--- config.mk ---
export PLATFORM = sky130hd
export DESIGN_NAME = ordered_expiry_timer_bank_core
export DESIGN_NICKNAME = d
export VERILOG_FILES = /design/src/hw/rtl/oetb_pkg.sv /design/src/hw/rtl/ordered_expiry_timer_bank_core.sv
export SDC_FILE = /design/constraint.sdc
export NUM_CORES = 2
export LEC_CHECK = 0
export BUFFER_PORTS_ARGS = -buffer_cell sky130_fd_sc_hd__buf_2
export CAP_MARGIN = 10
export CORE_MARGIN = 4
export CORE_UTILIZATION = 55
export DETAILED_ROUTE_END_ITERATION = 10
export PLACE_DENSITY = 0.8
export SLEW_MARGIN = 20
export SYNTH_ARGS = -nofsm -noshare
export SYNTH_HDL_FRONTEND = slang
export SYNTH_SLANG_ARGS = --single-unit
--- constraint.sdc ---
create_clock -name i_clk -period 12.7 [get_ports i_clk]
set_input_delay 0.635 -clock i_clk [delete_from_list [all_inputs] [get_ports i_clk]]
set_output_delay 0.635 -clock i_clk [all_outputs]
set_load 0.02 [all_outputs]
--- src/hw/rtl/oetb_pkg.sv ---
// ----------------------------------------------------------------------------
// oetb_pkg
// Shared types, codes and defaults of the ordered expiry timer bank.
// ----------------------------------------------------------------------------
package oetb_pkg;

    localparam int NUM_SLOTS_DEF = 16;
    localparam int MAX_FIRES_DEF = 64;

    localparam int ACT_W   = 2;
    localparam int SLOT_W  = 4;
    localparam int PER_W   = 31;
    localparam int REM_W   = 34;
    localparam int OD_W    = 32;
    localparam int ENTRY_W = PER_W + REM_W;

    localparam logic [ACT_W-1:0] ACT_TICK   = 2'd0;
    localparam logic [ACT_W-1:0] ACT_ARM    = 2'd1;
    localparam logic [ACT_W-1:0] ACT_DISARM = 2'd2;

    typedef enum logic [1:0] {
        ST_IDLE,
        ST_SCAN,
        ST_DRAIN,
        ST_DECIDE
    } t_state;

endpackage

--- src/hw/rtl/ordered_expiry_timer_bank_core.sv ---
// ----------------------------------------------------------------------------
// ordered_expiry_timer_bank_core
// Bank of one-shot and periodic timer slots. A tick word subtracts the
// elapsed time from every alive slot and emits expired slots, most overdue
// first, ties to the lowest slot, capped per tick.
//
//   channel  | direction | handshake              | payload
//   ---------+-----------+------------------------+-------------------------
//   in       | in        | i_in_valid / o_in_stall | action slot period
//            |           |                        | periodic elapsed
//   out      | out       | o_out_valid / i_out_stall | fired_slot overdue
//            |           |                        | last backlog
//
// Arm, disarm and unknown words are taken in the idle state without a stall.
// A tick makes one pass per result plus a closing pass and can also wait on
// output stalls; each pass is one read sweep of the slot memory.
// Reset clears alive and periodic flags and all control state at once.
// A stalled output holds its word; the next word is prepared behind it.
// ----------------------------------------------------------------------------
module ordered_expiry_timer_bank_core
    import oetb_pkg::*;
#(
    parameter int NUM_SLOTS = NUM_SLOTS_DEF,
    parameter int MAX_FIRES = MAX_FIRES_DEF
) (
    input  logic              i_clk,
    input  logic              i_rst_n,
    input  logic              i_in_valid,
    output logic              o_in_stall,
    input  logic [ACT_W-1:0]  i_action,
    input  logic [SLOT_W-1:0] i_slot,
    input  logic [PER_W-1:0]  i_period,
    input  logic              i_periodic,
    input  logic [PER_W-1:0]  i_elapsed,
    output logic              o_out_valid,
    input  logic              i_out_stall,
    output logic [SLOT_W-1:0] o_fired_slot,
    output logic [OD_W-1:0]   o_overdue,
    output logic              o_last,
    output logic              o_backlog
);

    localparam int AW = (NUM_SLOTS > 1) ? $clog2(NUM_SLOTS) : 1;
    localparam int CW = $clog2(MAX_FIRES + 1);

    t_state r_state, n_state;

    logic [ENTRY_W-1:0] r_mem [NUM_SLOTS];
    logic [ENTRY_W-1:0] r_rd_data;
    logic [NUM_SLOTS-1:0] r_alive;
    logic [NUM_SLOTS-1:0] r_periodic;

    logic [AW-1:0]  r_idx;
    logic           r_rd_vld;
    logic [AW-1:0]  r_rd_addr;
    logic           r_first;
    logic [PER_W-1:0] r_elapsed;
    logic [CW-1:0]  r_count;

    logic                    r_found;
    logic [AW-1:0]           r_best_idx;
    logic signed [REM_W-1:0] r_best_rem;
    logic [PER_W-1:0]        r_best_per;

    logic              r_pend_valid;
    logic [SLOT_W-1:0] r_pend_slot;
    logic [OD_W-1:0]   r_pend_od;

    logic              r_out_valid;
    logic [SLOT_W-1:0] r_out_slot;
    logic [OD_W-1:0]   r_out_od;
    logic              r_out_last;
    logic              r_out_backlog;

    logic in_take;
    logic slot_ok;
    logic [AW-1:0] in_addr;
    logic out_free;
    logic cap;
    logic rd_en;
    logic scan_start;
    logic dec_push;
    logic dec_last;
    logic dec_new;
    logic wr_en;
    logic [AW-1:0] wr_addr;
    logic [ENTRY_W-1:0] wr_data;

    logic signed [REM_W-1:0] rd_rem;
    logic [PER_W-1:0]        rd_per;
    logic signed [REM_W:0]   diff;
    logic signed [REM_W-1:0] new_rem;
    logic                    cand;
    logic                    take;
    logic signed [REM_W:0]   neg;
    logic [OD_W-1:0]         best_od;
    logic signed [REM_W-1:0] reload_rem;

    assign in_take  = i_in_valid && (r_state == ST_IDLE);
    assign slot_ok  = ({28'd0, i_slot} < 32'(NUM_SLOTS));
    assign in_addr  = AW'(i_slot);
    assign out_free = !r_out_valid || !i_out_stall;
    assign cap      = (r_count == CW'(MAX_FIRES));

    // scan datapath
    assign rd_rem  = r_rd_data[REM_W-1:0];
    assign rd_per  = r_rd_data[ENTRY_W-1:REM_W];
    assign diff    = {rd_rem[REM_W-1], rd_rem} - {{(REM_W-PER_W+1){1'b0}}, r_elapsed};
    assign new_rem = (!r_first) ? rd_rem :
                     (diff[REM_W] != diff[REM_W-1]) ? {1'b1, {(REM_W-1){1'b0}}} :
                     diff[REM_W-1:0];
    assign cand    = r_rd_vld && r_alive[r_rd_addr] && (new_rem <= 0);
    assign take    = cand && (!r_found || (new_rem < r_best_rem));

    assign neg        = -{r_best_rem[REM_W-1], r_best_rem};
    assign best_od    = (neg[REM_W:OD_W] != '0) ? {OD_W{1'b1}} : neg[OD_W-1:0];
    assign reload_rem = r_best_rem + {{(REM_W-PER_W){1'b0}}, r_best_per};

    // next state
    always_comb begin
        n_state = r_state;
        case (r_state)
            ST_IDLE: begin
                if (i_in_valid && i_action == ACT_TICK) begin
                    n_state = ST_SCAN;
                end
            end
            ST_SCAN: begin
                if (r_idx == AW'(NUM_SLOTS - 1)) begin
                    n_state = ST_DRAIN;
                end
            end
            ST_DRAIN: begin
                n_state = ST_DECIDE;
            end
            ST_DECIDE: begin
                if (r_found && !cap) begin
                    if (!r_pend_valid || out_free) begin
                        n_state = ST_SCAN;
                    end
                end else if (!r_pend_valid || out_free) begin
                    n_state = ST_IDLE;
                end
            end
            default: begin
                n_state = ST_IDLE;
            end
        endcase
    end

    // control outputs
    always_comb begin
        rd_en      = 1'b0;
        scan_start = 1'b0;
        dec_push   = 1'b0;
        dec_last   = 1'b0;
        dec_new    = 1'b0;
        wr_en      = 1'b0;
        wr_addr    = r_rd_addr;
        wr_data    = {rd_per, new_rem};
        case (r_state)
            ST_IDLE: begin
                if (in_take && i_action == ACT_TICK) begin
                    scan_start = 1'b1;
                end
                if (in_take && i_action == ACT_ARM && slot_ok) begin
                    wr_en   = 1'b1;
                    wr_addr = in_addr;
                    wr_data = {i_period, {(REM_W-PER_W){1'b0}}, i_period};
                end
            end
            ST_SCAN: begin
                rd_en = 1'b1;
                wr_en = r_rd_vld && r_first && r_alive[r_rd_addr];
            end
            ST_DRAIN: begin
                wr_en = r_rd_vld && r_first && r_alive[r_rd_addr];
            end
            ST_DECIDE: begin
                if (r_found && !cap) begin
                    if (!r_pend_valid || out_free) begin
                        dec_push   = r_pend_valid;
                        dec_new    = 1'b1;
                        scan_start = 1'b1;
                        wr_en      = r_periodic[r_best_idx];
                        wr_addr    = r_best_idx;
                        wr_data    = {r_best_per, reload_rem};
                    end
                end else if (r_pend_valid && out_free) begin
                    dec_push = 1'b1;
                    dec_last = 1'b1;
                end
            end
            default: begin
                rd_en = 1'b0;
            end
        endcase
    end

    // slot memory
    always_ff @(posedge i_clk) begin
        if (wr_en) begin
            r_mem[wr_addr] <= wr_data;
        end
        if (rd_en) begin
            r_rd_data <= r_mem[r_idx];
        end
    end

    always_ff @(posedge i_clk) begin
        if (!i_rst_n) begin
            r_state      <= ST_IDLE;
            r_alive      <= '0;
            r_periodic   <= '0;
            r_idx        <= '0;
            r_rd_vld     <= 1'b0;
            r_first      <= 1'b0;
            r_count      <= '0;
            r_found      <= 1'b0;
            r_pend_valid <= 1'b0;
            r_out_valid  <= 1'b0;
        end else begin
            r_state  <= n_state;
            r_rd_vld <= rd_en;
            if (in_take && slot_ok && i_action == ACT_ARM) begin
                r_alive[in_addr]    <= 1'b1;
                r_periodic[in_addr] <= i_periodic;
            end
            if (in_take && slot_ok && i_action == ACT_DISARM) begin
                r_alive[in_addr] <= 1'b0;
            end
            if (in_take && i_action == ACT_TICK) begin
                r_first      <= 1'b1;
                r_count      <= '0;
                r_pend_valid <= 1'b0;
            end
            if (rd_en) begin
                r_idx <= r_idx + AW'(1);
            end
            if (scan_start) begin
                r_idx   <= '0;
                r_found <= 1'b0;
            end else if (take) begin
                r_found <= 1'b1;
            end
            if (dec_new) begin
                r_first      <= 1'b0;
                r_count      <= r_count + CW'(1);
                r_pend_valid <= 1'b1;
                if (!r_periodic[r_best_idx]) begin
                    r_alive[r_best_idx] <= 1'b0;
                end
            end else if (dec_push) begin
                r_pend_valid <= 1'b0;
            end
            if (dec_push) begin
                r_out_valid <= 1'b1;
            end else if (!i_out_stall) begin
                r_out_valid <= 1'b0;
            end
        end
    end

    // payload
    always_ff @(posedge i_clk) begin
        r_rd_addr <= r_idx;
        if (in_take && i_action == ACT_TICK) begin
            r_elapsed <= i_elapsed;
        end
        if (take) begin
            r_best_idx <= r_rd_addr;
            r_best_rem <= new_rem;
            r_best_per <= rd_per;
        end
        if (dec_new) begin
            r_pend_slot <= SLOT_W'(r_best_idx);
            r_pend_od   <= best_od;
        end
        if (dec_push) begin
            r_out_slot    <= r_pend_slot;
            r_out_od      <= r_pend_od;
            r_out_last    <= dec_last;
            r_out_backlog <= dec_last && r_found && cap;
        end
    end

    assign o_in_stall   = (r_state != ST_IDLE);
    assign o_out_valid  = r_out_valid;
    assign o_fired_slot = r_out_slot;
    assign o_overdue    = r_out_od;
    assign o_last       = r_out_last;
    assign o_backlog    = r_out_backlog;

    a_count_cap: assert property (@(posedge i_clk) disable iff (!i_rst_n)
        r_count <= CW'(MAX_FIRES))
        else $error("fire count beyond cap");

    a_backlog_last: assert property (@(posedge i_clk) disable iff (!i_rst_n)
        (o_out_valid && o_backlog) |-> o_last)
        else $error("backlog without last");

    a_pend_held: assert property (@(posedge i_clk) disable iff (!i_rst_n)
        ((r_state != ST_IDLE) && (r_count != '0)) |-> r_pend_valid)
        else $error("fired word lost during tick");

    a_mid_tick: assert property (@(posedge i_clk) disable iff (!i_rst_n)
        (o_out_valid && !o_last) |-> (r_state != ST_IDLE))
        else $error("tick ended without a last word");

endmodule

# [Word level (Yosys, flattened, before mapping)]
# Memories as Yosys holds them, arrays and structs flattened. A register that Yosys moved wholly into a read port is not among the register bits.
# Index checks and enable logic that the tools add are counted.
[totals] reg_bits=228 mem_bits_rw=1040 elab_cells=142 mem_count=1 out_inout_bits=40
[memory_table] memory="r_mem" depth=16 width=65 read_ports=1 rd_clocked_by_memory_dff=1 write_ports=1 line_no="ordered_expiry_timer_bank_core.sv:48" source="logic [ENTRY_W-1:0] r_mem [NUM_SLOTS];"
[op_classes] magnitude_cmp=7 n_eq_ne=12 bitwise_logic=6 reduce_logical=34 n_mux=56 n_addsub=5
[ops] cell="65-bit two-way mux" count=3
[ops] cell="65-bit one-hot mux with 2 select lines" count=1
[ops] cell="16-bit two-way mux" count=6
[ops] cell="34-bit two-way mux" count=2
[ops] cell="35-bit negation" count=1
[ops] cell="34-bit by 32-bit subtractor with 35-bit output" count=1
[ops] cell="34-bit by 31-bit adder with 34-bit output" count=1
[ops] cell="34-bit by 1-bit <= comparator with 1-bit output, second input constant" count=1
[ops] cell="34-bit less-than comparator" count=1
[ops] cell="16-bit bitwise AND" count=2
[ops] cell="16-bit NOT" count=2
[ops] cell="1-bit two-way mux" count=25
[ops] cell="16-bit bitwise mux" count=1
[ops] cell="1-bit logical AND" count=16
[ops] cell="16-bit bitwise OR" count=1
[ops] cell="4-bit by 5-bit less-than comparator with 1-bit output, second input constant" count=3
[ops] cell="7-bit two-way mux" count=2
[ops] cell="4-bit two-way mux" count=3
[ops] cell="2-bit two-way mux" count=5
[ops] cell="1-bit binary-select mux with 4-bit select" count=2
[ops] cell="1-bit demux with 4-bit select" count=2
[ops] cell="4-bit by 1-bit greater-or-equal comparator with 1-bit output, second input constant" count=2
[ops] cell="2-bit one-hot mux with 4 select lines" count=1
[ops] cell="4-bit one-hot mux with 2 select lines" count=1
[ops] cell="other kinds (19)" count=35

# [Longest topological paths before layout]
[logic_depth] ltp_word=13 mapped_depth=32 depth_no_buf=29

# [Least setup slack after synthesis]
# OpenSTA, ideal clock, no wires.
[synth_path] path_type="register -> register" from="register r_rd_data[17] (read register of r_mem)" to="register r_best_idx[0] (enable)" period_less_slack_ns=11.471 setup_slack_ns=1.229 setup_ns=0.599 path_stages_with_launch=30 t_arrival_ns=10.873 cell_sequence="edfxtp_1 > ha_1 > clkbuf_1 > and4_1 > and3_1 > a41o_1 > or4_1 > a31oi_1 > o21bai_1 > a21oi_1 > o21bai_1 > a21boi_0 > xnor2_1 > ha_1 > inv_1 > nand2_1 > clkbuf_1 > buf_1 > nor3_1 > a221oi_1 > inv_1 > ha_1 > a21o_1 > a21o_1 > a221oi_1 > o211ai_1 > a41o_1 > a31oi_1 > a21oi_1 > o31ai_1"
[synth_between] elab_chain_len=7 elab_cells_between_ends=9
[synth_rtl] item="from (decl)" line_no="ordered_expiry_timer_bank_core.sv:49" source="logic [ENTRY_W-1:0] r_rd_data;"
[synth_rtl] item="34-bit by 32-bit subtractor with 35-bit output (*)" line_no="ordered_expiry_timer_bank_core.sv:108" source="assign diff = {rd_rem[REM_W-1], rd_rem} - {{(REM_W-PER_W+1){1'b0}}, r_elapsed};"
[synth_rtl] item="1-bit inequality test (*)" line_no="ordered_expiry_timer_bank_core.sv:110" source="(diff[REM_W] != diff[REM_W-1]) ? {1'b1, {(REM_W-1){1'b0}}} :"
[synth_rtl] item="34-bit two-way mux (*)" line_no="ordered_expiry_timer_bank_core.sv:110"
[synth_rtl] item="34-bit two-way mux (*)" line_no="ordered_expiry_timer_bank_core.sv:109" source="assign new_rem = (!r_first) ? rd_rem :"
[synth_rtl] item="named net new_rem[15]" line_no="ordered_expiry_timer_bank_core.sv:92" source="logic signed [REM_W-1:0] new_rem;"
[synth_rtl] item="34-bit by 1-bit <= comparator with 1-bit output / 34-bit less-than comparator (equally long branches)" line_no="ordered_expiry_timer_bank_core.sv:112, ordered_expiry_timer_bank_core.sv:113"
[synth_rtl] item="1-bit logical AND / 1-bit logical OR (equally long branches)" line_no="ordered_expiry_timer_bank_core.sv:112, ordered_expiry_timer_bank_core.sv:113"
[synth_rtl] item="1-bit logical AND (*)" line_no="ordered_expiry_timer_bank_core.sv:113" source="assign take = cand && (!r_found || (new_rem < r_best_rem));"
[synth_rtl] item="named net take" line_no="ordered_expiry_timer_bank_core.sv:94" source="logic take;"
[synth_rtl] item="to (signal assigned)" line_no="ordered_expiry_timer_bank_core.sv:271" source="r_best_idx <= r_rd_addr;"
[synth_rtl] item="to (decl)" line_no="ordered_expiry_timer_bank_core.sv:61" source="logic [AW-1:0] r_best_idx;"
# Mark *: on every way through the listed nets, which the timed path passes. The rest lies on a longest branch.
# A chain may end at the register's enable or synchronous reset.

# [Worst setup path after layout]
[layout_path] from="register r_rd_data[9] (read register of r_mem)" to="register r_best_per[22] (enable)"
[layout_between] elab_chain_len=7 elab_cells_between_ends=9
[layout_rtl] item="34-bit by 32-bit subtractor with 35-bit output (*)" line_no="ordered_expiry_timer_bank_core.sv:108"
[layout_rtl] item="1-bit inequality test" line_no="ordered_expiry_timer_bank_core.sv:110"
[layout_rtl] item="34-bit two-way mux (*)" line_no="ordered_expiry_timer_bank_core.sv:110"
[layout_rtl] item="34-bit two-way mux (*)" line_no="ordered_expiry_timer_bank_core.sv:109"
[layout_rtl] item="named net new_rem[15]" line_no="ordered_expiry_timer_bank_core.sv:92"
[layout_rtl] item="34-bit by 1-bit <= comparator with 1-bit output / 34-bit less-than comparator (equally long branches)" line_no="ordered_expiry_timer_bank_core.sv:112, ordered_expiry_timer_bank_core.sv:113"
[layout_rtl] item="1-bit logical AND / 1-bit logical OR (equally long branches)" line_no="ordered_expiry_timer_bank_core.sv:112, ordered_expiry_timer_bank_core.sv:113"
[layout_rtl] item="1-bit logical AND (*)" line_no="ordered_expiry_timer_bank_core.sv:113"
[layout_rtl] item="named net take" line_no="ordered_expiry_timer_bank_core.sv:94"
[layout_rtl] item="to (signal assigned)" line_no="ordered_expiry_timer_bank_core.sv:273" source="r_best_per <= rd_per;"
[layout_rtl] item="to (decl)" line_no="ordered_expiry_timer_bank_core.sv:63" source="logic [PER_W-1:0] r_best_per;"
# Marks and branches as above.

==> impl_metrics.py <==
metrics = {
    "run_status": {
        "status": "finished, final reports clean",
    },
    "placed_design": {
        "gp_congestion": 0.9239,
        "io_buffers": 112,
        "hpwl_um": 84380,
        "dpl_worst_slack_ns": 3.893,
        "place_area_um2": 58350,
    },
    "timing": {
        "fin_setup_tns_ns": 0,
        "worstMarginPinSlew_ns": 1.143,
        "drv_slew": 0,
        "finalWorstSetupSlack_ns": 3.778,
        "rsz0062_at_grt": "no",
        "finalCritPeriodShare_pct": 70.25,
        "slew_headroom_pct": 23.77,
        "period_minus_slack_ns": 8.922,
        "finalHoldViolations": 0,
        "finClkSkew_ns": 0.05094,
        "max_freq_ghz": 0.1121,
        "holdWs_ns": 0.06327,
        "setup_viol": 0,
    },
    "logic_synthesis": {
        "synthTopCellsByArea": "edfxtp_1 (69%), mux4_2 (13%), ha_1 (2.3%), dfxtp_1 (1.9%), nand2_1 (1.4%)",
        "yosysTopAreaCell": "edfxtp_1",
        "synthCells": 3091,
        "ys_warn_count": 0,
        "syn-num-nets": 3269,
        "synth_top_area_share_pct": 68.89,
        "synth_edf_count": 1279,
        "synth-async-reset-ratio_pct": 0,
        "synth_common_cells": "edfxtp_1 (1279), mux4_2 (333), nand2_1 (210), inv_1 (114), ha_1 (103)",
        "synth.yosys.seq_area_share_pct": 70.83,
        "postSynthAreaPerCell_um2": 18.04,
        "synth_flop_cell": "edfxtp_1",
        "ys_types": 93,
        "synth.most_common_cell": "edfxtp_1",
        "syn-cell-area_um2": 55750,
        "synth_seq_cells": 1333,
    },
    "cells_and_area": {
        "area_growth_pct": 12.61,
        "design_area_um2": 62780,
        "nNetsFinal": 3470,
        "drive_above_1_share_pct": 23.21,
    },
    "die": {
        "die_w_um": 326.4,
        "num_io_pins": 113,
        "core_area_um2": 100300,
        "die_area_um2": 106500,
        "row_count": 116,
        "start_util_pct": 55.59,
        "die_h_um": 326.4,
    },
    "global_routing": {
        "track_usage_pct": 27.75,
        "grt_pass1_wl_um": 214500,
        "antenna_found_initial": 7,
        "grt_overflow": 0,
        "grt_pass1_vias": 30760,
        "grt_max_degree": 135,
    },
    "setup_path": {
        "end_kind": "register",
        "start_kind": "register",
        "crit_fanout": 69,
        "worstReg2RegEnd": "r_best_per[22]",
        "timing.rr.start": "r_rd_data[9]",
        "slowest_delay_ns": 0.83,
        "crit_required_ns": 13.09,
        "criticalPathCategory": "reg -> reg",
        "regToRegSetupSlack_ns": 3.78,
        "ff2ff_path_depth": 29,
        "arrival_ns": 9.31,
        "critical-path-top-delay-family": "compound AO/OA/AOI/OAI gates",
        "slowest_stage": "buf_4",
        "cp.buffers_inverters": 3,
    },
    "drt": {
        "num_vias": 31744,
        "dr.pass1.iters": 7,
        "viasPerCell": 6.669,
        "drt_wl_total_um": 147500,
        "routedWlPerCell_um": 30.99,
        "drtIter0Drc": 4347,
        "route.detailed.drc": 0,
        "ant_nets": 0,
    },
    "min_path": {
        "hold_depth": 1,
        "hp-start": "i_elapsed[27]",
        "hold_path_class": "in -> reg",
        "min_to": "r_elapsed[27]",
    },
    "clock_tree": {
        "h-tree-depth": 4,
        "cts_hold_buf": 0,
        "clk_latency_ns": 0.79,
        "cts_tree": "done",
        "cts_made_buffers": 134,
        "cts_root_buf": "clkbuf_16",
        "post_cts_buffers": 0,
        "clock-sinks": 1333,
        "ctsResizeCount": 0,
        "clkTransAtPathRegs_ns": 0.06,
        "clockBufferDepth": 3,
    },
    "run": {
        "drv_cap": 0,
    },
    "power": {
        "switchingPower_w": 0.003488,
        "internal_power_w": 0.008794,
        "p_per_area_nw_per_um2": 195.6,
        "p_clk_share_pct": 32.2,
        "switching_share_pct": 28.40,
        "comb_power_share_pct": 21.4,
        "peakVddDrop_v": 0.0001722,
        "total_leakage_power_nw": 20.43,
        "pwr-share-seq_pct": 46.4,
    },
}
worst max-delay path by stage:
stage,slack [ns],cells after the start,endpoint,start
6_report,3.78,29,r_best_per[22],r_rd_data[9]
2_1_floorplan,1.23,29,r_best_idx[0],r_rd_data[17]
5_1_grt,3.04,29,r_best_per[0],r_rd_data[9]
4_1_cts,3.88,29,r_best_per[26],r_rd_data[9]
3_3_place_gp,4.06,29,r_best_per[20],r_rd_data[9]
3_5_place_dp,3.89,29,r_best_per[23],r_rd_data[9]
power groups by stage:
stage	Clock (W)	Sequential (W)	Combinational [W]
floorplan	0	0.00571	0.00175
global placement	0	0.00577	0.00249
detailed placement	0	0.00578	0.00257
CTS	0.00400	0.00570	0.00261
global route	0.00420	0.00571	0.00280
finish	0.00396	0.00570	0.00262
final cells by class:
cell class	count	area (um^2)
Fill cell	6755	37510
Sequential cell	1333	39500
Clock inverter	80	888.4
Antenna cell	3	7.507
Clock buffer	164	3508
Timing Repair Buffer	202	1259
Tap cell	1357	1698
Inverter	116	435.4
Multi-Input combinational cell	1505	15480
placed cells by master, fill, tap and decap left out, types with 12 or more instances in the layout:
cell type	instances
edfxtp_1	1279
mux4_2	333
nand2_1	210
clkbuf_16	136
buf_2	113
inv_1	112
ha_1	102
buf_4	87
o21ai_0	83
a21oi_1	82
nor2_1	71
nand3_1	56
dfxtp_1	50
xnor2_1	44
a22oi_1	41
a21o_1	38
nand4_1	31
nor3_1	31
clkbuf_1	28
a21boi_0	27
clkinv_1	27
and3_1	20
clkinv_2	20
xor2_1	18
nor2_4	18
nor2b_1	17
a211oi_1	17
or3_1	14
o21bai_1	13
and2_1	12
flip-flops by register name (all words and copies together), names as in the netlist, 31 cells and up:
| name | count |
|---|---|
| r_best_per | 31 |
| r_elapsed | 31 |
| r_rd_data | 65 |
| o_overdue | 32 |
| r_pend_od | 32 |
| r_mem | 1040 |
| r_best_rem | 34 |
kinds of logic (layout without fill, tap and decap cells):
kind of cell	Yosys count	after routing	synth area share (%)
xor+xnor	62	62	0.9741
other cells	0	3	0
mux	346	346	13.69
compound gates	442	442	5.537
flops	1333	1333	70.83
fa+ha+maj	105	105	2.384
buf+inv	253	562	1.751
simple gates	550	550	4.830
layer usage:
metal  vias up  part of all wire [%]  track usage, %
li1      12984                     -               -
met1     16251                    37           38.32
met2      2196                    49           44.42
met3       307                    11           6.232
met4         6                   3.5           9.489
met5         -                 0.026               0
worst reg2reg max path, delay by kind of cell, from the launching register on:
| kind | cells | cell delay, ns |
|---|---|---|
| AOI/OAI and AO/OA | 17 | 3.86 |
| and+or+nand+nor | 5 | 1.54 |
| adders and majority gates | 3 | 1.43 |
| buffers and inverters | 3 | 1.17 |
| DFF | 1 | 0.39 |
| xor gates and xnor gates | 1 | 0.11 |
stage by stage:
| stage | std cells | utilization [%] | total power, W |
|---|---|---|---|
| final | 4760 | 62.60 | 0.01228 |
| after floorplan | 3091 | - | 0.007465 |
| after CTS | 4757 | 62.56 | 0.01230 |
| after global routing | 4759 | 62.59 | 0.01271 |
| after detailed placement | 4513 | 58.18 | 0.008349 |
| after global placement | 4509 | 58.15 | 0.008266 |
(Power assumes the default switching activity.)
